[src/lmsf_pkg.sv]
// ----------------------------------------------------------------------------
// lmsf_pkg
// Shared types and fixed-point constants for the LMS adaptive FIR.
// ----------------------------------------------------------------------------
package lmsf_pkg;

	localparam int X_W    = 16;        // Q1.15 sample
	localparam int W_W    = 24;        // Q4.20 weight
	localparam int STEP_W = 16;        // Q0.16 step size

	localparam logic [STEP_W-1:0] STEP_RESET = 16'd328;   // ~0.005

	localparam int W_MAX = 8388607;
	localparam int W_MIN = -8388608;
	localparam int S_MAX = 32767;
	localparam int S_MIN = -32768;

	localparam int Y_FRAC_SH = 20;     // Q.35 accumulator -> Q.15
	localparam int D_FRAC_SH = 26;     // Q.46 update product -> Q.20

	// per-cell load strobes
	typedef struct packed {
		logic load_x;   // take neighbor's sample
		logic load_w;   // take neighbor's weight
	} cell_ctl_t;

	// control into the shared MAC / update unit
	typedef struct packed {
		logic rot;      // ring is rotating this cycle
		logic vld;      // tail entry is a real tap
		logic upd;      // 1: weight update pass, 0: dot product pass
		logic acc_clr;  // clear accumulator
	} mac_ctl_t;

endpackage

[src/lmsf_mac.sv]
// ----------------------------------------------------------------------------
// lmsf_mac
// Shared multiplier sitting in the ring: accumulates w*x on the first pass,
// applies w += round(se*x) with saturation on the second pass.
// ----------------------------------------------------------------------------
module lmsf_mac #(
	parameter int ACC_W = 46,
	parameter int SE_W  = 44
) (
	input  logic                                clk,
	input  logic                                arst_n,
	input  lmsf_pkg::mac_ctl_t                  ctl,
	input  logic signed [lmsf_pkg::X_W-1:0]     x_tail,
	input  logic signed [lmsf_pkg::W_W-1:0]     w_tail,
	input  logic signed [SE_W-1:0]              se,
	output logic signed [lmsf_pkg::X_W-1:0]     x_out,
	output logic signed [lmsf_pkg::W_W-1:0]     w_out,
	output logic signed [ACC_W-1:0]             acc
);

	localparam int PROD_W = SE_W + lmsf_pkg::X_W;
	localparam int RND_W  = PROD_W + 1 - lmsf_pkg::D_FRAC_SH;
	localparam int SUM_W  = RND_W + 1;

	localparam logic signed [SUM_W-1:0] WMAX = SUM_W'(lmsf_pkg::W_MAX);
	localparam logic signed [SUM_W-1:0] WMIN = SUM_W'(lmsf_pkg::W_MIN);
	localparam logic signed [PROD_W:0]  HALF = (PROD_W+1)'(1) <<< (lmsf_pkg::D_FRAC_SH - 1);

	logic signed [SE_W-1:0]             op;
	logic signed [PROD_W-1:0]           mul;
	logic signed [PROD_W-1:0]           prod_s1;
	logic signed [lmsf_pkg::X_W-1:0]    x_s1, x_s2;
	logic signed [lmsf_pkg::W_W-1:0]    w_s1, w_s2;
	logic                               vld_s1, upd_s1;
	logic signed [PROD_W:0]             prod_rnd;
	logic signed [RND_W-1:0]            delta;
	logic signed [SUM_W-1:0]            w_sum;
	logic signed [lmsf_pkg::W_W-1:0]    w_new;
	logic signed [ACC_W-1:0]            acc_q;

	// one multiplier, operand picked by pass
	assign op  = ctl.upd ? se : SE_W'(w_tail);
	assign mul = op * x_tail;

	always_ff @(posedge clk or negedge arst_n) begin
		if (!arst_n) begin
			vld_s1 <= 1'b0;
			upd_s1 <= 1'b0;
		end else if (ctl.rot) begin
			vld_s1 <= ctl.vld;
			upd_s1 <= ctl.upd;
		end
	end

	always_ff @(posedge clk) begin
		if (ctl.rot) begin
			prod_s1 <= mul;
			x_s1    <= x_tail;
			w_s1    <= w_tail;
			x_s2    <= x_s1;
			w_s2    <= upd_s1 ? w_new : w_s1;
		end
	end

	// round to Q.20, add, clamp to weight range
	assign prod_rnd = {prod_s1[PROD_W-1], prod_s1} + HALF;
	assign delta    = prod_rnd[PROD_W:lmsf_pkg::D_FRAC_SH];
	assign w_sum    = SUM_W'(w_s1) + SUM_W'(delta);

	always_comb begin
		if (w_sum > WMAX) begin
			w_new = lmsf_pkg::W_W'(WMAX);
		end else if (w_sum < WMIN) begin
			w_new = lmsf_pkg::W_W'(WMIN);
		end else begin
			w_new = w_sum[lmsf_pkg::W_W-1:0];
		end
	end

	always_ff @(posedge clk or negedge arst_n) begin
		if (!arst_n) begin
			acc_q <= '0;
		end else if (ctl.acc_clr) begin
			acc_q <= '0;
		end else if (ctl.rot && vld_s1 && !upd_s1) begin
			acc_q <= acc_q + prod_s1[ACC_W-1:0];
		end
	end

	assign x_out = x_s2;
	assign w_out = w_s2;
	assign acc   = acc_q;

endmodule

[config.mk]
export PLATFORM = sky130hd
export DESIGN_NAME = lmsf_mac
export DESIGN_NICKNAME = d
export VERILOG_FILES = /design/src/lmsf_pkg.sv /design/src/lmsf_mac.sv
export SDC_FILE = /design/constraint.sdc
export NUM_CORES = 2
export LEC_CHECK = 0
export BUFFER_PORTS_ARGS = -buffer_cell sky130_fd_sc_hd__buf_2
export CAP_MARGIN = 20
export CORE_MARGIN = 3
export CORE_UTILIZATION = 65
export CTS_CLUSTER_SIZE = 40
export DETAILED_ROUTE_END_ITERATION = 7
export GPL_ROUTABILITY_DRIVEN = 1
export PLACE_DENSITY = 0.95
export SETUP_SLACK_MARGIN = 0.15
export SKIP_CTS_REPAIR_TIMING = 1
export SLEW_MARGIN = 10
export SYNTH_ARGS = -nofsm -noshare
export SYNTH_HDL_FRONTEND = slang
export SYNTH_SLANG_ARGS = --single-unit
[constraint.sdc]
create_clock -name clk -period 5.25 [get_ports clk]
set_input_delay 0.525 -clock clk [delete_from_list [all_inputs] [get_ports clk]]
set_output_delay 0.525 -clock clk [all_outputs]
set_load 0.02 [all_outputs]
==> flow_summary.toml, run 1 <==
[synth]
synthMuxAreaShare_pct = 0.876
postSynthAreaPerCell_um2 = 9.01
synth_top_area_share_pct = 36.8
ys.flop_type = "edfxtp_1"
ys_types = 92
synth-edff-count = 140
ys_warn_count = 0
synth_area_leader_cell = "fa_1"
syn_area_mm2 = 0.0357
synthSimpleGateAreaFrac_pct = 15.7
synth_compound_area_share_pct = 9.22
synthTopCellsByArea = "fa_1 (37%), edfxtp_1 (12%), inv_1 (8.8%)"
synth_xor_area_share_pct = 3.83
ys_ff_latch = 188
synthesis.nets = 4928
syn_inst = 3963
synth_top_family_by_area = "adder cells"
ys_async_sr_fraction_pct = 25.5
synthAdderAreaFrac_pct = 44.4
seq_area_frac_synth_pct = 15.1

[die]
die_height_um = 240
initial_utilization_pct = 66.0
die_x_um = 240
ios = 176
rows = 85

[outcome]
status = "did not finish"
tool.error = "[ERROR GRT-0232] Routing congestion too high. Check the congestion heatmap in the GUI."
lastStage = "global routing"

[place]
portBuffers = 175
gp_congestion = 1.05
hpwl_um = 99200

[clock_network]
cts_buffers = 17
cts-root-buf = "clkbuf_16"
htree_levels = 4
clk_path_buf_depth = 2
cts_sinks = 188

[timing]
endpoint_type = "sequential cell input"
worst_endpoint = "prod_s1[56]$_DFFE_PP_/D"

[global_routing]
grt_max_degree = 72
track_usage_pct = 82.5
grt-ovfl-total = 1036
-- kinds of logic after synthesis --
kind of cell / Yosys count
buffers and inverters: 1011
muxes: 28
adders and majority gates: 875
AOI/OAI and AO/OA: 495
and+or+nand+nor: 1210
DFF: 188
xor gates and xnor gates: 156
-- routing by layer --
metal  global-route usage, %  GRT overflow
met1                    78.9            99
met5                    62.4            12
met2                    92.3           496
met3                    76.6            86
met4                    84.1           343
-- stage by stage --
stage	cells	util (%)	cell area, um2	setup slack (ns)
after CTS	5117	75.8	41100	-2.54
after detailed placement	5085	74.8	40500	-2.81
after global placement	5084	74.7	40500	-2.38
after floorplan	3963	-	36400	-1.96
-- cells in the mapped netlist, types with 48 or more instances --
cell type and number:
dfrtp_1 48, and2_1 226, clkbuf_1 150, xor2_1 56, xnor2_1 100, o21ai_0 59
a21o_1 66, edfxtp_1 140, nor2_1 137, fa_1 656, nand2_1 638, ha_1 219
a21oi_1 175, inv_1 841
==> run 2, diff against run 1 <==
--- a/config.mk
+++ b/config.mk
@@ -8,12 +8,10 @@
 export BUFFER_PORTS_ARGS = -buffer_cell sky130_fd_sc_hd__buf_2
 export CAP_MARGIN = 20
 export CORE_MARGIN = 3
-export CORE_UTILIZATION = 65
-export CTS_CLUSTER_SIZE = 40
+export CORE_UTILIZATION = 40
 export DETAILED_ROUTE_END_ITERATION = 7
 export GPL_ROUTABILITY_DRIVEN = 1
-export PLACE_DENSITY = 0.95
-export SETUP_SLACK_MARGIN = 0.15
+export PLACE_DENSITY_LB_ADDON = 0.15
 export SKIP_CTS_REPAIR_TIMING = 1
 export SLEW_MARGIN = 10
 export SYNTH_ARGS = -nofsm -noshare
==> run 2 against run 1 <==
Effect of this change: the flow now finishes, with violations (negative setup slack); area after synthesis stayed put; synthesized cell count stayed put.
==> flow_summary.toml, run 2 <==
[clock_network]
path_clk_slew_ns = 0.08
cts_buffers = 17
cts_tree = "yes"
cts-root-buf = "clkbuf_16"
htree_levels = 4
cts_sinks = 188
clk_latency_ns = 0.46
clk_path_buf_depth = 2

[timing]
finalCritPeriodShare_pct = 135
worst_pin_slew_ns = 1.02
worst_hold_slack_ns = 0.165
setup_viol = 49
clock_skew_ns = 0.0141
min_period_ns = 7.08
drv_slew = 0
rsz0062_at_grt = "yes"
hold_viol_final = 0
fmax_ghz = 0.141
setup_ws_ns = -1.83
slew_headroom_pct = 32.0

[global_routing]
grt-ovfl-total = 0
track_usage_pct = 23.7
first_global_vias = 29204
grt_max_degree = 75
grt_pass1_wl_um = 172000
antenna_found_initial = 3

[setup_path]
worstPathRequired_ns = 5.45
crit_path_end_kind = "flip-flop"
path_class = "input pin to flip-flop"
cp_max_fo = 5
reg2regPathDepth = 23
cp-start-kind = "input pin"
arrival_ns = 7.28

[synth]
seq_area_frac_synth_pct = 15.1
synthTopCellsByCount = "inv_1 (841), fa_1 (656), nand2_1 (638), and2_1 (226), ha_1 (219)"
postSynthAreaPerCell_um2 = 9.01
synthesis.nets = 4928
ys_ff_latch = 188
synth-edff-count = 140
synth_top_area_share_pct = 36.8
ys_async_sr_fraction_pct = 25.5
ys_warn_count = 0
syn_area_mm2 = 0.0357
ys_types = 92
synth_area_leader_cell = "fa_1"
syn_inst = 3963
ys.flop_type = "edfxtp_1"
synthTopCellsByArea = "fa_1 (37%), edfxtp_1 (12%), inv_1 (8.8%)"
yosysMostFrequentCell = "inv_1"

[layout]
fill_cells = 8263
max_flop_register = "prod_s1"
final_cell_mix = "inv_1 (814), fa_1 (635), nand2_1 (618)"
area_delta_synth_final_pct = 22.9
final_common_cell = "inv_1"
largest_register_ffs = 60
fin_nets = 5454
postLayoutCellArea_mm2 = 0.0439
drive_gt1_share_pct = 23.1

[detailed_routing]
drc = 0
dr_total_vias = 28211
firstDrtPassIters = 7
antenna_left = 0
wl_per_cell_um = 19.5
via_per_inst = 4.98
wirelength_um = 110000
dr.first_iter.drc_count = 1938

[die]
rows = 108
dieArea_mm2 = 0.0929
die_x_um = 305
die_height_um = 305
core_mm2 = 0.0877
initial_utilization_pct = 40.7
ios = 176

[place]
place_ws_ns = -2.82
portBuffers = 175
gp_congestion = 0.929
placed_area_mm2 = 0.0415
hpwl_um = 91600

[outcome]
violations = "negative setup slack"
status = "finished, violations left"

[run]
cap_violations = 0

[worst_hold_path]
hold_class = "input pin to async pin"
-- run 2: cell type report --
class | count | area [um2] | share of cell area, %
Clock inverter | 15 | 153 | 0.348
Sequential cell | 188 | 5410 | 12.3
Inverter | 841 | 3160 | 7.19
Antenna cell | 5 | 12.5 | 0.0285
Timing Repair Buffer | 676 | 5360 | 12.2
Tap cell | 1155 | 1450 | 3.29
Multi-Input combinational cell | 2765 | 27900 | 63.6
Clock buffer | 17 | 425 | 0.969
-- run 2: per-stage QoR --
| step | setup TNS [ns] | util (%) | cells |
|---|---|---|---|
| global route | -62.30 | 50.0 | 5657 |
| detailed placement | -100.80 | 47.3 | 5578 |
| finish | -55.03 | 50.0 | 5662 |
| global placement | -99.00 | 47.3 | 5578 |
| CTS | -75.80 | 48.0 | 5610 |
| floorplan | -56.84 | - | 3963 |
-- run 2: final timing paths --
| path | slack, ns | endpoint | startpoint |
|---|---|---|---|
| max in group asynchronous | 4.62 | acc[42]$_DFFE_PN0P_ | arst_n |
| min | 0.16 | acc[18]$_DFFE_PN0P_ | arst_n |
| min in group clk | 0.27 | w_s1[2]$_DFFE_PP_ | w_tail[2] |
| max | -1.83 | prod_s1[48]$_DFFE_PP_ | ctl[1] |
| min reg2reg | 0.42 | x_out[7]$_DFFE_PP_ | x_s1[7]$_DFFE_PP_ |
| max reg2reg | 0.18 | w_out[19]$_DFFE_PP_ | prod_s1[35]$_DFFE_PP_ |
-- run 2: critical path: stages --
cell,delay (ns)
buf_16,0.13
clkbuf_16,0.16
mux2_4,0.33
buf_6,0.13
and2_4,0.15
fa_1,0.51
fa_1,0.58
fa_2,0.48
fa_1,0.52
fa_1,0.56
inv_2,0.04
fa_1,0.51
inv_2,0.05
ha_4,0.17
a21oi_4,0.17
o21ai_4,0.08
or2_4,0.29
or3_4,0.34
o31ai_4,0.09
buf_6,0.15
o31ai_4,0.06
a211o_1,0.29
a31o_1,0.20
a221o_1,0.36
a221oi_2,0.27
xnor2_1,0.10
-- run 2: logic make-up after synthesis --
logic type	synth area share, %
simple gates	15.7
buf+inv	10.8
fa+ha+maj	44.4
compound gates	9.22
flops	15.1
xor+xnor	3.83
mux	0.876
-- run 2: metal layers --
| layer | vias up | share of wire (%) | GRT usage (%) |
|---|---|---|---|
| met5 | - | 0 | 0 |
| met4 | 0 | 1.8 | 4.44 |
| met2 | 850 | 46 | 38.5 |
| met3 | 84 | 5.5 | 2.02 |
| met1 | 14040 | 47 | 34.8 |
| li1 | 13237 | - | - |
Power of run 2 is not shown: default switching activity piles up to over one toggle a cycle in this logic, so the estimate is an artifact.
