--- src/lmsf_pkg.sv ---
// ----------------------------------------------------------------------------
// lmsf_pkg
// Shared types and fixed-point constants for the LMS adaptive FIR.
// ----------------------------------------------------------------------------
package lmsf_pkg;

	localparam int X_W    = 16;        // Q1.15 sample
	localparam int W_W    = 24;        // Q4.20 weight
	localparam int STEP_W = 16;        // Q0.16 step size

	localparam logic [STEP_W-1:0] STEP_RESET = 16'd328;   // ~0.005

	localparam int W_MAX = 8388607;
	localparam int W_MIN = -8388608;
	localparam int S_MAX = 32767;
	localparam int S_MIN = -32768;

	localparam int Y_FRAC_SH = 20;     // Q.35 accumulator -> Q.15
	localparam int D_FRAC_SH = 26;     // Q.46 update product -> Q.20

	// per-cell load strobes
	typedef struct packed {
		logic load_x;   // take neighbor's sample
		logic load_w;   // take neighbor's weight
	} cell_ctl_t;

	// control into the shared MAC / update unit
	typedef struct packed {
		logic rot;      // ring is rotating this cycle
		logic vld;      // tail entry is a real tap
		logic upd;      // 1: weight update pass, 0: dot product pass
		logic acc_clr;  // clear accumulator
	} mac_ctl_t;

endpackage

--- src/lmsf_cell.sv ---
// ----------------------------------------------------------------------------
// lmsf_cell
// One tap: holds a sample and its weight, loads from the neighbor.
// ----------------------------------------------------------------------------
module lmsf_cell (
	input  logic                                clk,
	input  logic                                arst_n,
	input  lmsf_pkg::cell_ctl_t                 ctl,
	input  logic signed [lmsf_pkg::X_W-1:0]     x_prev,
	input  logic signed [lmsf_pkg::W_W-1:0]     w_prev,
	output logic signed [lmsf_pkg::X_W-1:0]     x,
	output logic signed [lmsf_pkg::W_W-1:0]     w
);

	logic signed [lmsf_pkg::X_W-1:0] x_q;
	logic signed [lmsf_pkg::W_W-1:0] w_q;

	always_ff @(posedge clk or negedge arst_n) begin
		if (!arst_n) begin
			x_q <= '0;
			w_q <= '0;
		end else begin
			if (ctl.load_x) begin
				x_q <= x_prev;
			end
			if (ctl.load_w) begin
				w_q <= w_prev;
			end
		end
	end

	assign x = x_q;
	assign w = w_q;

endmodule

--- config.mk ---
export PLATFORM = sky130hd
export DESIGN_NAME = lmsf_cell
export DESIGN_NICKNAME = d
export VERILOG_FILES = /design/src/lmsf_pkg.sv /design/src/lmsf_cell.sv
export SDC_FILE = /design/constraint.sdc
export NUM_CORES = 1
export LEC_CHECK = 0
export ABC_AREA = 1
export BUFFER_PORTS_ARGS = -buffer_cell sky130_fd_sc_hd__buf_2
export CAP_MARGIN = 20
export CORE_UTILIZATION = 44
export DETAILED_ROUTE_END_ITERATION = 8
export GPL_TIMING_DRIVEN = 1
export PLACE_DENSITY = 0.79
export RECOVER_POWER = 50
export SETUP_SLACK_MARGIN = 0.3
export SYNTH_ARGS = -nofsm -noshare
export SYNTH_HDL_FRONTEND = slang
export SYNTH_SLANG_ARGS = --single-unit
--- constraint.sdc ---
create_clock -name clk -period 0.8 [get_ports clk]
set_input_delay 0.16 -clock clk [delete_from_list [all_inputs] [get_ports clk]]
set_output_delay 0.16 -clock clk [all_outputs]
set_load 0.005 [all_outputs]
# Yosys cells after proc, flatten, opt, wreduce, memory -nomap -nowiden
# Cells that the tools add are included.
[totals] ff_bits=40 input_bits=44 output_inout_bits=40 elab_cells=2

# Logic depth before layout (Yosys ltp)
# Gate-level depths: netlist of the first run.
[logic_depth] word_depth=0 mapped_depth=5 mapped_depth_nobuf=3

# Worst setup path after synthesis of the first run
# OpenSTA, ideal clock, no wires.
[synth_path] path_kind="input -> register" startpoint="input ctl[0] in the netlist's numbering" endpoint="register w_q (netlist bit w[6])" setup_time_ns=0.116 arrival_time_ns=0.527 required_ns=0.684 path_slack_ns=0.156 path_stages=5 n_path_buf=2 cell_sequence="buf_6 > inv_8 > buf_12 > nand2_1 > nand2_1"
[synth_rtl] item="start, declared" line_no="lmsf_cell.sv:8" text="input lmsf_pkg::cell_ctl_t ctl,"
[synth_rtl] item="end signal, assigned" line_no="lmsf_cell.sv:27" text="w_q <= w_prev;"
[synth_rtl] item="end, declared" line_no="lmsf_cell.sv:16" text="logic signed [lmsf_pkg::W_W-1:0] w_q;"

# Worst setup path after layout of the first run
[layout_path] startpoint="register x_q (netlist bit x[11])" endpoint="output x[11] in the netlist's numbering"
[layout_rtl] item="start, declared" line_no="lmsf_cell.sv:15" text="logic signed [lmsf_pkg::X_W-1:0] x_q;"
[layout_rtl] item="start signal, assigned" line_no="lmsf_cell.sv:24" text="x_q <= x_prev;"
[layout_rtl] item="end, declared" line_no="lmsf_cell.sv:11" text="output logic signed [lmsf_pkg::X_W-1:0] x,"
# No word-level cell between the ends.

==> results.toml, run 1 <==
[timing]
fin_ws_ns = -0.236
slew_headroom_pct = 37.9
max_freq_mhz = 965
worstMarginPinSlew_ns = 0.932
tns_ns = -8.49
fin_crit_sh_pct = 130
finClkSkew_ns = 0
fin_crit_ns = 1.04
whs_ns = 0.0178
finalSetupViolCount = 46
slew_violations = 0
hold_viol_final = 0
rsz0062_at_grt = "yes"

[die]
core_area_um2 = 3420
start_util_pct = 46.8
row_count = 21
fp.dieW_um = 62.3
dieArea_um2 = 3880
die_h_um = 62.3
pin_count = 84

[grt]
grt_max_degree = 41
grt_pass1_vias = 1439
grt_antenna_before_repair = 0
grt_pass1_wl_um = 6040
overflow = 0
grt_usage_pct = 19.9

[power]
p_clk_share_pct = 24.1
comb_power_share_pct = 21.1
swShare_pct = 25.5
ir_worst_vdd_v = 0.00105
pwr-share-seq_pct = 54.8
power.density_nw_per_um2 = 1760
total_power_mw = 4.21
switching_power_mw = 1.07
p_leak_nw = 1.42
power.internal_mw = 3.14

[setup_path]
cp_max_fo = 2
crit_path_max_incr_delay_ns = 0.42
critPathArrivalTime_ns = 0.88
start_kind = "flip-flop"
crit_family = "flip-flops"
critPathKind = "reg2out"
cp_num_buf_inv = 1
endpoint_kind = "output pin"
required_ns = 0.64
cp_slowest_cell = "dfrtp_1"
crit_chain = "buf_2"

[yosys]
synth_top_family_by_area = "simple AND/OR/NAND/NOR gates"
muxShareOfSynthArea_pct = 0
seq_area_frac_synth_pct = 62.6
syn-num-nets = 214
synth_cell_types = 7
synth_top_flop_cell = "dfrtp_1"
yosysMostFrequentCell = "nand2_1"
synthesis.area_um2 = 1600
synth-simple-area-share_pct = 29.4
syn-instance-count = 170
yosys.area.top_type = "dfrtp_1"
synth_area_leaders = "dfrtp_1 (63%), nand2_1 (26%), buf_6 (3.5%)"
synthArstFlopShare_pct = 100
synth-adder-area-share_pct = 0
synth_compound_area_share_pct = 0
synth_seq_cells = 40
synth_common_cells = "nand2_1 (112), dfrtp_1 (40), nand2_2 (8), buf_6 (5)"
syn_area_per_cell_um2 = 9.40
synth_xor_area_share_pct = 0
ys_warn_count = 0
synth_edf_count = 0
synth_top_area_share_pct = 62.6

[finish]
diodes = 0
syn2layout_area_growth_pct = 49.7
drive_above_1_share_pct = 51.4
fillers = 295
final_nets = 327

[clock_network]
cts_tree = "done"
clock_path_buffers = 2
cts.clk_slew.worst_paths_ns = 0.11
clock_latency_ns = 0.32
clkSinkCount = 40
cts.htree.levels = 2
root_buffer = "clkbuf_4"
cts_buffers = 5

[route]
wire_per_inst_um = 10.7
via_per_inst = 4.28
drt_iter0_markers = 37
vias = 1411
wl_um = 3540
post-route-drc-count = 0
dr.pass1.iters = 4
final_antenna_net_count = 0

[outcome]
status = "complete, but fails checks"
violations = "negative setup slack"

[placed_design]
gp_congestion = 0.712
dp_hpwl_um = 2370
numPortBuffers = 83

[run]
max_cap_violations = 0

[hold_path]
min_path_type = "in2reg"
## cells by family after synthesis
family | Yosys count
buffers and inverters | 10
and+or+nand+nor | 120
DFF | 40
## power by group through the flow
stage | clock network (mW) | logic, mW | registers, mW
floorplan | 0 | 0.279 | 2.35
global placement | 0 | 0.611 | 2.33
detailed placement | 0 | 0.629 | 2.34
CTS | 1.07 | 0.714 | 2.30
global route | 1.15 | 0.994 | 2.33
finish | 1.01 | 0.888 | 2.31
## path summary, 6_finish.rpt
path                       cells past startpoint       from  slack (ns)  endpoint
setup reg to reg                               4       w[5]       -0.03      w[5]
hold / removal                                 3  x_prev[8]        0.02      x[8]
min in group asynchronous                      2     arst_n        0.04      x[2]
setup / recovery                               1      x[11]       -0.24     x[11]
hold reg to reg                                2       x[1]        0.48      x[1]
max in group asynchronous                      2     arst_n        0.18      w[3]
## per-layer routing
layer / GRT usage (%) / up-vias / part of all wire (%)
li1: - / 730 / -
met1: 22.9 / 628 / 43
met2: 35.6 / 51 / 51
met3: 6.43 / 2 / 5.6
met4: 5.23 / 0 / 0.34
met5: 0 / - / 0
## what timing repair did
action	in CTS	in global routing
buffers inserted	10	16
setup endpoints to repair	80	80
pin swaps	10	14
endpoints found under the hold margin	43	40
resized for setup	6	34
## registers in the layout (all words and copies together), names as in the netlist
name	cells
w	24
x	16
## worst min-delay path: stages
cell     delay [ns]
buf_2          0.07
nand2_1        0.04
nand2_1        0.04
## cell usage in the layout, fill, tap and decap left out
master and n:
buf_4 7, dfrtp_1 40, clkbuf_1 2, nand2_2 22
inv_8 2, clkbuf_2 1, buf_6 23, clkbuf_8 1
nand2_1 96, buf_2 83, clkbuf_4 5, nand2_4 2
## area by class of cell
cell class	count	area, um^2	area share, %
Multi-Input combinational cell	120	520	21.8
Clock buffer	8	58.8	2.46
Inverter	2	22.5	0.941
Timing Repair Buffer	114	732	30.6
Sequential cell	40	1000	41.8
Tap cell	46	57.6	2.41
## through the flow
step	worst slack [ns]	std cells	cell area (um^2)	util (%)
floorplan	0.173	170	1620	-
global placement	0.0701	296	2020	59.1
detailed placement	0.0463	296	2020	59.1
CTS	-0.255	314	2180	63.7
global route	-0.281	330	2390	70.0
finish	-0.236	330	2390	70.0
Power figures use the tool's default switching activity.
==> inputs of run 2 (changes only) <==
- CORE_MARGIN: not set -> 2
- PLACE_DENSITY: 0.79 -> 0.75
==> run 2 against run 1 <==
  * The run ends with negative hold slack, negative setup slack left
  * Hold slack got worse by 0.023 ns
  * Highest routed layer unchanged
  * Critical endpoint is now w[22]
  * Die area is 6.5% higher
  * Cell area up 0.10%
  * Clock power rose by 4%
  * Core utilization increased by 0.073 points
  * Flip-flop and latch count stayed put
  * Global-route usage fell by 1.4 points
==> results.toml, run 2 (synthesis gave the netlist of run 1 again) <==
[outcome]
status = "complete, but fails checks"
violations = "negative hold slack, negative setup slack"

[placed_design]
numPortBuffers = 83
gp_congestion = 0.816
placed_area_um2 = 2030
dp_hpwl_um = 2520

[clock_network]
cts_tree = "done"
cts_buffers = 5
cts.htree.levels = 2
root_buffer = "clkbuf_4"
clock_latency_ns = 0.35
clock_path_buffers = 2
cts.clk_slew.worst_paths_ns = 0.11
clkSinkCount = 40

[route]
dr.pass1.iters = 4
via_per_inst = 4.40
wire_per_inst_um = 11.8
post-route-drc-count = 0
wl_um = 3890
vias = 1452
drt_iter0_markers = 62
final_antenna_net_count = 0

[setup_path]
cp_slowest_cell = "dfrtp_1"
crit_start = "w[22]"
crit_family = "flip-flops"
start_kind = "flip-flop"
cp_num_buf_inv = 1
cp_max_fo = 2
reg2reg_from = "w[4]"
critPathKind = "reg2out"
critPathArrivalTime_ns = 0.91
crit_chain = "buf_2"
endpoint_kind = "output pin"
required_ns = 0.64
crit_path_max_incr_delay_ns = 0.42

[grt]
grt_pass1_wl_um = 5770
grt_usage_pct = 18.5
grt_max_degree = 41
grt_pass1_vias = 1386
overflow = 0
grt_antenna_before_repair = 0

[run]
max_cap_violations = 0

[power]
total_power_mw = 4.26
p_leak_nw = 1.41
power.density_nw_per_um2 = 1780
ir_worst_vdd_v = 0.00102

[die]
row_count = 21
pin_count = 84
core_area_um2 = 3420
dieArea_um2 = 4130
start_util_pct = 46.8
fp.dieW_um = 64.3
die_h_um = 64.3

[timing]
max_freq_mhz = 936
finalSetupViolCount = 45
whs_ns = -0.00520
rsz0062_at_grt = "yes"
worstMarginPinSlew_ns = 0.938
finClkSkew_ns = 0
fin_crit_ns = 1.07
fin_crit_sh_pct = 133
hold_viol_final = 3
slew_headroom_pct = 37.5
fin_ws_ns = -0.268
slew_violations = 0

[hold_path]
min_from = "w_prev[8]"
min_path_type = "in2reg"

[finish]
largest_reg_flops = 24
mostFrequentLayoutCells = "nand2_1 (99), buf_2 (83), dfrtp_1 (40)"
final_nets = 327
diodes = 0
drive_above_1_share_pct = 50.4
final_cell_area_um2 = 2390
layout_commonest_cell = "nand2_1"
syn2layout_area_growth_pct = 49.9
==> run 2: cell counts in the layout (fill, tap and decap cells not counted) <==
Identical to the previous run, type by type.
==> run 2: per-stage QoR <==
step,utilization (%),hold WS (ns),TNS (ns),cells,setup slack [ns]
global placement,59.5,0.146,0,296,0.0851
finish,70.1,-0.00520,-9.69,330,-0.268
floorplan,-,-0.136,0,170,0.173
CTS,64.5,-0.239,-9.72,316,-0.258
global route,70.1,-0.00796,-11.51,330,-0.309
detailed placement,59.5,0.145,0,296,0.0711
==> run 2: power breakdown <==
part / leakage [nW] / internal [mW] / switching, mW / total (mW)
combinational: 0.893 / 0.511 / 0.391 / 0.901
clock: 0.0326 / 0.434 / 0.616 / 1.05
sequential: 0.487 / 2.20 / 0.110 / 2.31
==> run 2: final cells by class <==
class / count / area [um^2]
clock buffer: 8 / 58.8
fill: 292 / 1020
inverter: 2 / 22.5
multi-input combinational: 120 / 503
sequential: 40 / 1000
tap: 46 / 57.6
timing repair buffer: 114 / 752
==> run 2: timing repair <==
| item | CTS | global route |
|---|---|---|
| resized for setup | 6 | 31 |
| endpoints found under the setup margin | 80 | 80 |
| pin swaps | 13 | 13 |
| buffers inserted | 12 | 14 |
| endpoints found under the hold margin | 52 | 47 |
==> run 2: path summary, 6_finish.rpt <==
path | endpoint | slack (ns) | cells past startpoint
setup / recovery | w[22] | -0.27 | 1
hold / removal | w[8] | -0.005 | 3
setup reg to reg | w[4] | -0.03 | 4
hold reg to reg | x[11] | 0.47 | 2
max in group asynchronous | x[0] | 0.20 | 2
min in group asynchronous | w[21] | 0.02 | 2
==> run 2: routing by layer <==
| layer | global-route usage [%] | share of wire [%] | vias up |
|---|---|---|---|
| met5 | 0 | 0 | - |
| met4 | 12.0 | 2.9 | 0 |
| met3 | 4.23 | 5.6 | 10 |
| met2 | 33.3 | 51 | 53 |
| met1 | 19.1 | 40 | 659 |
| li1 | - | - | 730 |
